## config.mk

```make
export PLATFORM = sky130hd
export DESIGN_NAME = led_matrix_scan_framebuffer_top
export DESIGN_NICKNAME = d
export VERILOG_FILES = /design/src/rtl/core/lmsf_pkg.sv /design/src/rtl/core/led_matrix_scan_framebuffer_top.sv /design/src/rtl/core/lmsf_word_gen.sv
export SDC_FILE = /design/constraint.sdc
export NUM_CORES = 1
export LEC_CHECK = 0
export BUFFER_PORTS_ARGS = -buffer_cell sky130_fd_sc_hd__buf_2
export CAP_MARGIN = 20
export CORE_MARGIN = 5
export CORE_UTILIZATION = 49
export CTS_BUF_LIST = sky130_fd_sc_hd__clkbuf_16
export CTS_CLUSTER_SIZE = 20
export DETAILED_ROUTE_END_ITERATION = 10
export HOLD_SLACK_MARGIN = 0.15
export PLACE_DENSITY = 0.65
export SLEW_MARGIN = 5
export SYNTH_ARGS = -nofsm -noshare
export SYNTH_HDL_FRONTEND = slang
export SYNTH_SLANG_ARGS = --single-unit
```

## constraint.sdc

```tcl
create_clock -name clk -period 2.8 [get_ports clk]
set_input_delay 0.14 -clock clk [delete_from_list [all_inputs] [get_ports clk]]
set_output_delay 0.14 -clock clk [all_outputs]
set_load 0.01 [all_outputs]
```

## src/rtl/core/lmsf_pkg.sv

```systemverilog
// Package with field widths, item codes and constants of the LED matrix scan controller.
package lmsf_pkg;

    localparam int KIND_W      = 3;
    localparam int ROW_IN_W    = 4;
    localparam int COL_IN_W    = 5;
    localparam int ROW_MASK_W  = 20;
    localparam int PORT_W      = 40;
    localparam int OUT_ROW_W   = 4;
    localparam int DUTY_W      = 8;
    localparam int PCT_W       = 7;

    // Item codes carried in the kind field.
    localparam logic [KIND_W-1:0] KIND_CLEAR = 3'd0;
    localparam logic [KIND_W-1:0] KIND_PIXEL = 3'd1;
    localparam logic [KIND_W-1:0] KIND_ROW   = 3'd2;
    localparam logic [KIND_W-1:0] KIND_FILL  = 3'd3;
    localparam logic [KIND_W-1:0] KIND_SCAN  = 3'd4;

    // Brightness to duty: duty = 255 * (100 - pct) / 100, with the divide by 100
    // done as a multiply by ceil(2^19 / 100) and a shift; exact for inputs below 25500.
    localparam logic [PCT_W-1:0] PCT_MAX     = 7'd100;
    localparam int               SCALED_W    = 15;
    localparam int               RECIP_W     = 13;
    localparam logic [RECIP_W-1:0] DIV100_RECIP = 13'd5243;
    localparam int               DIV100_SHIFT = 19;
    localparam int               PROD_W      = SCALED_W + RECIP_W;

endpackage

```

## src/rtl/core/led_matrix_scan_framebuffer_top.sv

```systemverilog
// Top level of the multiplexed LED matrix row-scan controller with its frame store.
//
//  Channel   Handshake                  Payload
//  --------  -------------------------  ---------------------------------------------
//  in        in_valid / in_ready        kind, row_index, column_index, pixel_on,
//                                       row_mask
//  out       out_valid / out_ready      port_word, is_blank, scanned_row,
//                                       oe_high_duty, last
//  cfg       cfg_write_en (no wait)     cfg_write_data (brightness percent)
//
// A frame update item changes the frame store at the edge of its transfer.
// A scan item loads the result register with its pair of port words, which leave one per cycle
// while out_ready is high; the single result register holds one pair, so the next item is taken
// in the cycle in which the previous row word leaves.
// Reset clears the frame store and scan row, empties the result register and sets brightness
// to 100 percent. A stall on out only holds back items, never drops or repeats a word.
module led_matrix_scan_framebuffer_top #(
    parameter int ROWS = 12,
    parameter int COLS = 20
) (
    input  logic                              clk,
    input  logic                              rst_n,

    input  logic                              in_valid,
    output logic                              in_ready,
    input  logic [lmsf_pkg::KIND_W-1:0]       kind,
    input  logic [lmsf_pkg::ROW_IN_W-1:0]     row_index,
    input  logic [lmsf_pkg::COL_IN_W-1:0]     column_index,
    input  logic                              pixel_on,
    input  logic [lmsf_pkg::ROW_MASK_W-1:0]   row_mask,

    output logic                              out_valid,
    input  logic                              out_ready,
    output logic [lmsf_pkg::PORT_W-1:0]       port_word,
    output logic                              is_blank,
    output logic [lmsf_pkg::OUT_ROW_W-1:0]    scanned_row,
    output logic [lmsf_pkg::DUTY_W-1:0]       oe_high_duty,
    output logic                              last,

    input  logic                              cfg_write_en,
    input  logic [lmsf_pkg::PCT_W-1:0]        cfg_write_data
);
    import lmsf_pkg::*;

    localparam int ROW_IDX_W  = (ROWS > 1) ? $clog2(ROWS) : 1;
    localparam int MASK_EXT_W = (COLS > ROW_MASK_W) ? COLS : ROW_MASK_W;
    // Blank word: every row line high (off), every column low.
    localparam logic [PORT_W-1:0] BLANK_WORD = PORT_W'((64'd1 << ROWS) - 64'd1);

    // Frame store: one register row per matrix row, so clear and fill update every row at once.
    logic [COLS-1:0]      frame_reg  [ROWS];
    logic [COLS-1:0]      frame_next [ROWS];
    logic [ROW_IDX_W-1:0] scan_row_reg, scan_row_next;
    logic [DUTY_W-1:0]    duty_reg, duty_next;

    // Result register holding one scan pair; phase selects blank or row word.
    logic                 buf_valid_reg, buf_valid_next;
    logic                 phase_reg, phase_next;
    logic [PORT_W-1:0]    row_word_reg, row_word_next;
    logic [ROW_IDX_W-1:0] pair_row_reg, pair_row_next;
    logic [DUTY_W-1:0]    pair_duty_reg, pair_duty_next;

    logic                 in_xfer;
    logic                 out_xfer;
    logic                 is_scan;
    logic [COLS-1:0]      mask_cols;
    logic [MASK_EXT_W-1:0] mask_ext;
    logic [PORT_W-1:0]    scan_word;

    logic [PCT_W-1:0]     pct_clamped;
    logic [PCT_W-1:0]     pct_dark;
    logic [SCALED_W-1:0]  duty_scaled;
    logic [PROD_W-1:0]    duty_prod;

    // A new item enters when the result register is empty or its row word leaves now.
    assign in_ready = !buf_valid_reg || (out_ready && phase_reg);
    assign in_xfer  = in_valid && in_ready;
    assign out_xfer = buf_valid_reg && out_ready;
    assign is_scan  = (kind == KIND_SCAN);

    assign mask_ext  = MASK_EXT_W'(row_mask);
    assign mask_cols = mask_ext[COLS-1:0];

    // Frame store update for the non-scan item kinds. Out-of-range rows or columns
    // match no register row or bit and so leave the store unchanged.
    always_comb
    begin
        for (int r = 0; r < ROWS; r++)
        begin
            frame_next[r] = frame_reg[r];
            if (in_xfer)
            begin
                case (kind)
                    KIND_CLEAR:
                    begin
                        frame_next[r] = '0;
                    end
                    KIND_PIXEL:
                    begin
                        if ({1'b0, row_index} == 5'(r))
                        begin
                            for (int c = 0; c < COLS; c++)
                            begin
                                if (column_index == COL_IN_W'(c))
                                begin
                                    frame_next[r][c] = pixel_on;
                                end
                            end
                        end
                    end
                    KIND_ROW:
                    begin
                        if ({1'b0, row_index} == 5'(r))
                        begin
                            frame_next[r] = mask_cols;
                        end
                    end
                    KIND_FILL:
                    begin
                        frame_next[r] = pixel_on ? '1 : '0;
                    end
                    default:
                    begin
                        frame_next[r] = frame_reg[r];
                    end
                endcase
            end
        end
    end

    lmsf_word_gen #(
        .ROWS      (ROWS),
        .COLS      (COLS),
        .ROW_IDX_W (ROW_IDX_W)
    ) u_word_gen (
        .row_sel (scan_row_reg),
        .cols    (frame_reg[scan_row_reg]),
        .word    (scan_word)
    );

    // Brightness register is kept as the output-enable duty it implies; values above
    // 100 percent count as 100.
    always_comb
    begin
        pct_clamped = (cfg_write_data > PCT_MAX) ? PCT_MAX : cfg_write_data;
        pct_dark    = PCT_MAX - pct_clamped;
        duty_scaled = (SCALED_W'(pct_dark) << 8) - SCALED_W'(pct_dark);
        duty_prod   = PROD_W'(duty_scaled) * PROD_W'(DIV100_RECIP);
        duty_next   = cfg_write_en ? DUTY_W'(duty_prod >> DIV100_SHIFT) : duty_reg;
    end

    // Scan pair sequencing: load on a scan item, then blank word, then row word.
    always_comb
    begin
        buf_valid_next = buf_valid_reg;
        phase_next     = phase_reg;
        row_word_next  = row_word_reg;
        pair_row_next  = pair_row_reg;
        pair_duty_next = pair_duty_reg;
        scan_row_next  = scan_row_reg;
        if (in_xfer && is_scan)
        begin
            buf_valid_next = 1'b1;
            phase_next     = 1'b0;
            row_word_next  = scan_word;
            pair_row_next  = scan_row_reg;
            pair_duty_next = duty_reg;
            scan_row_next  = (scan_row_reg == ROW_IDX_W'(ROWS - 1)) ? '0
                                                                    : scan_row_reg + 1'b1;
        end
        else if (out_xfer)
        begin
            if (phase_reg)
            begin
                buf_valid_next = 1'b0;
            end
            else
            begin
                phase_next = 1'b1;
            end
        end
    end

    always_ff @(posedge clk or negedge rst_n)
    begin
        if (!rst_n)
        begin
            for (int r = 0; r < ROWS; r++)
            begin
                frame_reg[r] <= '0;
            end
            scan_row_reg  <= '0;
            duty_reg      <= '0;
            buf_valid_reg <= 1'b0;
            phase_reg     <= 1'b0;
        end
        else
        begin
            for (int r = 0; r < ROWS; r++)
            begin
                frame_reg[r] <= frame_next[r];
            end
            scan_row_reg  <= scan_row_next;
            duty_reg      <= duty_next;
            buf_valid_reg <= buf_valid_next;
            phase_reg     <= phase_next;
        end
    end

    always_ff @(posedge clk)
    begin
        row_word_reg  <= row_word_next;
        pair_row_reg  <= pair_row_next;
        pair_duty_reg <= pair_duty_next;
    end

    assign out_valid    = buf_valid_reg;
    assign port_word    = phase_reg ? row_word_reg : BLANK_WORD;
    assign is_blank     = !phase_reg;
    assign last         = phase_reg;
    assign scanned_row  = OUT_ROW_W'(pair_row_reg);
    assign oe_high_duty = pair_duty_reg;

endmodule

```

## src/rtl/core/lmsf_word_gen.sv

```systemverilog
// Expander port word builder: active-low row select and reversed column bits.
module lmsf_word_gen #(
    parameter int ROWS      = 12,
    parameter int COLS      = 20,
    parameter int ROW_IDX_W = 4
) (
    input  logic [ROW_IDX_W-1:0]      row_sel,
    input  logic [COLS-1:0]           cols,
    output logic [lmsf_pkg::PORT_W-1:0] word
);
    import lmsf_pkg::*;

    // Row bits sit at the bottom, columns follow with column 0 at the top;
    // anything past the port width is dropped.
    for (genvar b = 0; b < PORT_W; b++) begin : g_bit
        if (b < ROWS) begin : g_row
            assign word[b] = (row_sel != ROW_IDX_W'(b));
        end else if (b < ROWS + COLS) begin : g_col
            assign word[b] = cols[ROWS + COLS - 1 - b];
        end else begin : g_pad
            assign word[b] = 1'b0;
        end
    end

endmodule

```

======== Word-level counts from Yosys, hierarchy flattened ========
Index checks and enable logic that the tools add are counted.
cells by class
  $mul .................................... 1
  equality and inequality tests ........... 90
  reduce and logical (&&, ||, !) cells .... 255
  shift operators ......................... 0
  divide/modulo/power cells ............... 0
  bitwise logic cells ..................... 1
  add/subtract/negate cells ............... 3
  order comparisons ....................... 2
  muxes and demuxes ....................... 68
operators with widths
  kind                                                  number
  AND reduction 5 bit                                   240
  one-hot mux 20 bit (4 select lines)                   12
  two-way mux 20 bit                                    27
  != test 2 bit (second input constant)                 44
  binary-select mux 20 bit (select 4 bit)               1
  == test 5 x 4 -> 1 bit (second input constant)        8
  two-way mux 32 bit                                    1
  multiplier 15 x 13 -> 27 bit (second input constant)  1
  two-way mux 1 bit                                     25
  == test 4 bit (second input constant)                 5
  == test 5 x 3 -> 1 bit (second input constant)        4
  == test 5 bit (second input constant)                 4
  == test 4 x 3 -> 1 bit (second input constant)        4
  != test 4 x 3 -> 1 bit (second input constant)        4
  != test 4 bit (second input constant)                 4
  subtractor 15 x 7 -> 15 bit                           1
  == test 5 x 2 -> 1 bit (second input constant)        2
  == test 4 x 2 -> 1 bit (second input constant)        2
  != test 4 x 2 -> 1 bit (second input constant)        2
  nonzero test 4 bit                                    2
  > comparator 7 bit (second input constant)            1
  two-way mux 7 bit                                     1
  subtractor 7 bit (first input constant)               1
  == test 3 x 2 -> 1 bit (second input constant)        2
  17 further kinds                                      22
storage, ports and cells
  RAM bits ................................ 0
  latch bits .............................. 0
  word-level logic and storage cells ...... 667
  output and inout bits ................... 56
  ROM bits ................................ 0
  input bits .............................. 45
  register bits ........................... 298
  memories kept ........................... 0

======== Longest topological paths before layout ========
Gate-level depths: netlist (run 1).
  word-level depth ........................ 6
  gate-level depth with buffers ........... 30
  mapped depth without buffers ............ 29

======== Modules after synthesis ========
Synthesis (run 1) repeated with hierarchy kept, for this count alone.
unflattened totals
  cells, all modules ...................... 1701
  area total of the unflattened synthesis .. 19287.2 µm²
by module, submodules not included
  module                           instances  cells an instance  area each (µm²)  sequential area each (µm²)
  led_matrix_scan_framebuffer_top  1          1656               18931.9          7917.6
  lmsf_word_gen                    1          45                 355.3            0.0

======== Least setup slack after synthesis (run 1) ========
No wires, ideal clock.
  path kind ............................... input -> register
  start ................................... in cfg_write_data[3] (netlist bit)
  end ..................................... reg duty_reg[6]
  setup slack ............................. -4546 ps
  cell stages on the path ................. 29
  arrival ................................. 7222 ps
  path buffers ............................ 1
  data required time ...................... 2675 ps
  cell sequence ........................... clkbuf_1 > o311ai_0 > and2_1 > inv_1 > ha_1 > a21oi_1 > xnor2_1 > o2111ai_1 > or3_4 > nand2_2 > xor2_4 > inv_1 > ha_1 > inv_1 > fa_1 > inv_1 > fa_1 > fa_1 > inv_1 > fa_1 > inv_1 > ha_1 > a21oi_1 > a21oi_1 > a2111oi_0 > a311oi_1 > a31oi_1 > xnor2_1 > mux2_2
between the ends
  longest elaborated chain between the ends .. 5
ends and longest elaborated chain
  what                              RTL line                                text
  from (decl)                       led_matrix_scan_framebuffer_top.sv:41   input logic [lmsf_pkg::PCT_W-1:0] cfg_write_data
  > comparator 7 bit                led_matrix_scan_framebuffer_top.sv:145  pct_clamped = (cfg_write_data > PCT_MAX) ? PCT_MAX : cfg_write_data;
  two-way mux 7 bit (*)             led_matrix_scan_framebuffer_top.sv:145
  subtractor 7 bit (*)              led_matrix_scan_framebuffer_top.sv:146  pct_dark = PCT_MAX - pct_clamped;
  subtractor 15 x 7 -> 15 bit (*)   led_matrix_scan_framebuffer_top.sv:147  duty_scaled = (SCALED_W'(pct_dark) << 8) - SCALED_W'(pct_dark);
  multiplier 15 x 13 -> 27 bit (*)  led_matrix_scan_framebuffer_top.sv:148  duty_prod = PROD_W'(duty_scaled) * PROD_W'(DIV100_RECIP);
  to (signal assigned)              led_matrix_scan_framebuffer_top.sv:204  duty_reg <= duty_next;
  to (decl)                         led_matrix_scan_framebuffer_top.sv:54   logic [DUTY_W-1:0] duty_reg, duty_next;
Every way passes the cells marked *; elsewhere a longest branch is shown, timed or not.
A chain may end at the register's enable or synchronous reset.

======== Worst setup path after layout (run 1) ========
  start ................................... in cfg_write_data[3] (netlist bit)
  end ..................................... reg duty_reg[5]
The elaborated chain is that of the path after synthesis.

==> run_results.csv, run 1 <==
group,metric,value,unit
place,placed_area,0.0209,sq mm
sta,fin_crit,5.98,ns
logic_synthesis,synth_cells,1655,
drt,antenna_left,0,
drt,drc_errors,0,
cts,cts_buffers,34,
setup_path,crit_type,"input pin to register",
global_routing,track_usage,0.230,
setup_path,cp_top_family,"adder cells",
logic_synthesis,synth.area.top_cells,"dfrtp_1 34%, mux2_2 13%, ha_1 7.3%",
sta,max_slew_margin,0.277,
logic_synthesis,avgSynthCellArea,11.3,sq um
setup_path,r2r_end,"oe_high_duty[6]$_DFFE_PP_",
logic_synthesis,synthTopCellsByCount,"261 x nor2_1, 254 x dfrtp_1, 224 x mux2_2",
global_routing,antenna_found_initial,0,
drt,num_vias,12900,
logic_synthesis,ys.flop_type,"dfrtp_1",
global_routing,grt_pass1_wl,75900,um
place,io_buffer_count,92,
setup_path,r2r_cells,5,
setup_path,rrSetupSlack,0.13,ns
sta,rsz0062_at_grt,"true",
drt,drtIter0Drc,703,
sta,setup_viol,8,
global_routing,grt_pass1_vias,13800,
setup_path,slowest_stage,"fa_1",
final_layout,largest_reg_flops,240,
cts,clk_pin_slew_worst_paths,0.06,ns
sta,worst_pin_slew,1.08,ns
global_routing,grt.overflow.total,0,
final_layout,stdcell_area,0.0223,sq mm
logic_synthesis,synth_edf_count,44,
hold_path,min_path_type,"input pin to async pin",
final_layout,fin_nets,2062,
power,total_power,0.0252,W
sta,finalCritPeriodShare,2.14,
logic_synthesis,synth_warnings,0,
logic_synthesis,yosysTopAreaCellShare,0.340,
place,dpl.hpwl,31800,um
setup_path,cp-end-kind,"register",
setup_path,worstPathRequired,3.19,ns
power,cellPowerDensity,1130,mW/mm^2
setup_path,worstSetupStartpointType,"input pin",
setup_path,slowest_delay,0.50,ns
logic_synthesis,synth.distinct_cells,67,
drt,avgViaCountPerCell,5.44,
outcome,status,"finished, violations left",
sta,max_freq,167,MHz
logic_synthesis,ys_async_sr_fraction,0.852,
logic_synthesis,ys_seq_area_frac,0.411,
cts,h-tree-depth,2,
final_layout,areaGrowthSynthToFinish,19.1,%
floorplan,dieArea,0.0421,sq mm
sta,skew,0.0171,ns
cts,cts_tree,"yes",
sta,slew_viol_final,0,
logic_synthesis,synth_most_common_cell,"nor2_1",
drt,dr.pass1.iters,4,
final_layout,drive_gt1_frac,0.363,
floorplan,core-area,0.0377,sq mm
final_layout,diodes,0,
setup_path,worstPathMaxFanout,5,
floorplan,start_util,0.496,
cts,max-clock-path-buffers,3,
setup_path,crit_cells,30,
outcome,violations,"setup timing",
floorplan,ios,101,
setup_path,cp_common_cell,"fa_1",
logic_synthesis,syn_area,0.0187,sq mm
drt,wirelength,47000,um
floorplan,die_h,205,um
setup_path,r2r_start,"out_valid$_DFFE_PN0P_",
sta,hold_viol,0,
logic_synthesis,synth_top_area_cell,"dfrtp_1",
cts,cts_root_buf,"clkbuf_16",
logic_synthesis,ys_ff_latch,298,
setup_path,critPathArrivalTime,6.37,ns
job,cap_violations,0,
place,gp_congestion,0.880,
cts,clock_latency,0.52,ns
setup_path,cp.buffers_inverters,8,
cts,cts_num_sinks,298,
power,p_leak,10.8,nW
power,ir_drop,1.02,mV
floorplan,row_count,71,
floorplan,die_w,205,um
drt,post_drt_wl_per_cell,19.8,um
sta,worst_slack,-3.18,ns
global_routing,grt_max_degree,76,
[placed cells by master (no fill, tap or decap), types with 8 or more instances in the layout]
cell       synthesis  layout
inv_2              1       9
ha_1             109      95
a21oi_2            0       9
ha_4               0      12
dfrtp_1          254     251
nor3_1             9       9
mux2_2           224     223
a21oi_1           20      10
clkbuf_16          0      35
mux2i_1           21      20
buf_4              8     153
mux4_2            60      60
nor2_1           261     258
a21o_1            44      43
buf_2              3      89
o21ai_2            0      13
fa_1              63      63
o21ai_0           43      27
edfxtp_1          44      44
conb_1             1       8
nand2b_1          20      20
xnor2_1           16      14
mux2_1            22      22
nand3_1           15      12
inv_1            155     154
nand2_1           70      68
buf_12             0       9
and2_1            22      21
[metal layers]
metal,global-route usage,wire [um],vias up
met1,0.296,19500,6552
li1,-,-,5965
met2,0.397,23500,322
met3,0.0411,2550,102
met5,0,0,-
met4,0.0711,1510,0
[worst max-delay path by stage]
stage                       from                       to  slack (ns)
2_1_floorplan  cfg_write_data[3]  duty_reg[6]$_DFFE_PN0P_       -3.52
3_3_place_gp   cfg_write_data[4]  duty_reg[2]$_DFFE_PN0P_       -3.74
3_5_place_dp   cfg_write_data[4]  duty_reg[6]$_DFFE_PN0P_       -3.91
4_1_cts        cfg_write_data[3]  duty_reg[6]$_DFFE_PN0P_       -3.14
5_1_grt        cfg_write_data[3]  duty_reg[6]$_DFFE_PN0P_       -3.42
6_report       cfg_write_data[3]  duty_reg[5]$_DFFE_PN0P_       -3.18
[repair_timing]
action,CTS,global route
endpoints found under the setup margin,8,8
hold buffers,4,0
resized for setup,45,0
pin swaps,19,3
buffers inserted,9,2
endpoints found under the hold margin,158,0
[stage by stage]
step / hold WS, ns / utilization / instances / setup TNS, ns / worst slack, ns
6_report: 0.185 / 0.591 / 2377 / -24.83 / -3.18
5_1_grt: 0.201 / 0.591 / 2377 / -26.88 / -3.42
4_1_cts: 0.162 / 0.590 / 2375 / -24.44 / -3.14
3_5_place_dp: 0.167 / 0.556 / 2305 / -30.13 / -3.91
3_3_place_gp: 0.165 / 0.556 / 2305 / -29.36 / -3.74
2_1_floorplan: -0.156 / - / 1662 / -27.43 / -3.52
[logic make-up (layout without fill, tap and decap cells)]
logic type	after synthesis	after routing	share of synthesized area
XOR/XNOR	20	20	0.0108
flip-flops	298	298	0.411
multiplexers	328	328	0.233
adder cells (fa/ha/maj)	172	172	0.140
buffers and inverters	269	473	0.0562
other	1	8	0.000201
AND/OR/NAND/NOR	426	426	0.0982
AO/OA/AOI/OAI	141	141	0.0502
[power by group]
group          switching (W)  total (W)  internal (W)  leakage, nW
clock network        0.00172    0.00396       0.00225        0.513
registers           0.000556    0.00587       0.00531         3.72
logic                0.00766     0.0153       0.00767         6.54
total                0.00993     0.0252        0.0152         10.8
[area by class of cell]
cell class              instances  area (sq um)
fillers                      3172         15400
multi-input cells            1095         10500
flip-flops and latches        298          7680
repair buffers                260          1880
clock buffers                  35           876
well taps                     511           639
inverters                     156           588
clock inverters                22          95.1
Note: power is estimated with default switching activity, not from simulation.
==> run 2, diff against run 1 <==
--- a/config.mk
+++ b/config.mk
@@ -14,6 +14,7 @@
 export DETAILED_ROUTE_END_ITERATION = 10
 export HOLD_SLACK_MARGIN = 0.15
 export PLACE_DENSITY = 0.65
+export SETUP_SLACK_MARGIN = 0.4
 export SLEW_MARGIN = 5
 export SYNTH_ARGS = -nofsm -noshare
 export SYNTH_HDL_FRONTEND = slang
==> run_results.csv, run 2 (synthesis gave the netlist of run 1 again) <==
group,metric,value,unit
global_routing,grt.met3_usage,0.0285,
final_layout,fillCellCount,3130,
job,cap_violations,0,
hold_path,min_path_type,"input pin to register",
floorplan,core-area,0.0377,sq mm
drt,avgViaCountPerCell,5.38,
drt,drtIter0Drc,671,
setup_path,slowest_stage,"fa_1",
global_routing,gr-usage-met1,0.310,
sta,slew_viol_final,0,
global_routing,grt.overflow.total,0,
setup_path,crit_type,"input pin to register",
cts,max-clock-path-buffers,3,
global_routing,grt-busiest-layer,"met2",
sta,worst_slack,-3.20,ns
setup_path,worstPathMaxFanout,4,
drt,drc_errors,0,
outcome,status,"finished, violations left",
place,dpl.hpwl,32400,um
global_routing,track_usage,0.229,
cts,cts_root_buf,"clkbuf_16",
global_routing,grt_max_degree,99,
final_layout,fin_cells,2385,
power,p_leak,10.8,nW
place,io_buffer_count,92,
drt,post_drt_wl_per_cell,19.9,um
drt,dr.pass1.iters,5,
global_routing,use_met2,0.397,
global_routing,grt_pass1_wl,75900,um
floorplan,dieArea,0.0421,sq mm
global_routing,grt_pass1_vias,13700,
final_layout,layout_common_cells,"258 x nor2_1, 250 x dfrtp_1, 221 x mux2_2, 151 x inv_1, 151 x buf_4",
place,place_ws,-3.95,ns
sta,setup_viol,8,
floorplan,die_w,205,um
drt,num_vias,12800,
cts,clock_latency,0.52,ns
setup_path,cp_top_family,"adder cells",
setup_path,cp_common_cell,"fa_1",
sta,hold_viol,0,
sta,fin_hold_ws,0.202,ns
cts,h-tree-depth,2,
setup_path,worstPathRequired,3.20,ns
cts,clk_pin_slew_worst_paths,0.06,ns
drt,wirelength,47500,um
final_layout,layout_commonest_cell,"nor2_1",
final_layout,areaGrowthSynthToFinish,20.5,%
final_layout,post-route-util,0.598,
sta,fin_setup_tns,-24.88,ns
power,ir_drop,1.23,mV
sta,fin_crit,6.00,ns
place,gp_congestion,0.896,
setup_path,slowest_delay,0.54,ns
final_layout,fin_nets,2063,
sta,rsz0062_at_grt,"true",
global_routing,antenna_found_initial,5,
floorplan,row_count,71,
floorplan,ios,101,
sta,skew,0.0231,ns
sta,max_slew_margin,0.478,
sta,worst_pin_slew,0.782,ns
sta,finalCritPeriodShare,2.14,
cts,cts_num_sinks,298,
cts,cts_tree,"yes",
setup_path,cp.buffers_inverters,9,
cts,cts_buffers,35,
setup_path,cp-end-kind,"register",
final_layout,largest_reg_flops,240,
drt,antenna_left,0,
setup_path,worstSetupStartpointType,"input pin",
final_layout,drive_gt1_frac,0.372,
power,cellPowerDensity,1140,mW/mm^2
sta,max_freq,167,MHz
outcome,violations,"setup timing",
setup_path,critPathArrivalTime,6.39,ns
place,dp.cells,2299,
floorplan,start_util,0.496,
floorplan,die_h,205,um
## run 2: cell type report
class                      count  area (sq um)  share of cell area
timing repair buffer         260          1890              0.0838
inverter                     156           592              0.0263
clock inverter                27           166             0.00739
tap                          511           639              0.0284
antenna                        1          2.50            0.000111
multi-input combinational   1095         10600               0.472
clock buffer                  37           926              0.0411
sequential                   298          7680               0.341
## run 2: path summary, 6_finish.rpt
| path | from | end | slack, ns | cells after the start |
|---|---|---|---|---|
| worst min-delay path | row_mask[4] | frame_reg[124]$_DFFE_PN0P_ | 0.20 | 3 |
| max in group asynchronous | rst_n | frame_reg[152]$_DFFE_PN0P_ | 1.75 | 3 |
| worst min register to register | duty_reg[0]$_DFFE_PN0P_ | oe_high_duty[0]$_DFFE_PP_ | 0.44 | 0 |
| min in group asynchronous | rst_n | frame_reg[193]$_DFFE_PN0P_ | 0.23 | 2 |
| worst max-delay path | cfg_write_data[2] | duty_reg[5]$_DFFE_PN0P_ | -3.20 | 30 |
| worst max register to register | out_valid$_DFFE_PN0P_ | row_word_reg[16]$_DFFE_PP_ | 0.47 | 5 |
## run 2: timing repair
action | in CTS | in global routing
endpoints found under the hold margin | 102 | 0
setup buffers | 9 | 7
setup endpoints to repair | 93 | 23
pin swaps | 22 | 20
hold buffers | 5 | 0
gates resized for setup | 42 | 27
## run 2: worst min-delay path: cells and delay by family
family	cells	cell delay, ns
multiplexers	1	0.19
buffers and inverters	1	0.08
AO/OA/AOI/OAI	1	0.29
## run 2: metal layers
metal	up-vias	wire length, um
met5	-	53
met4	8	1150
met3	77	1760
met2	245	23700
met1	6518	20800
li1	5978	-
## run 2: per-stage QoR
step                total power, W  instance area, sq um
finish                      0.0257                 22500
global route                0.0278                 22500
CTS                         0.0251                 22300
detailed placement          0.0189                 20900
global placement            0.0186                 20900
floorplan                   0.0147                 19000
## run 2: where the power goes
part | internal (W) | total, W | switching, W
Sequential | 0.00531 | 0.00584 | 0.000522
Combinational | 0.00776 | 0.0156 | 0.00786
Clock | 0.00242 | 0.00428 | 0.00186
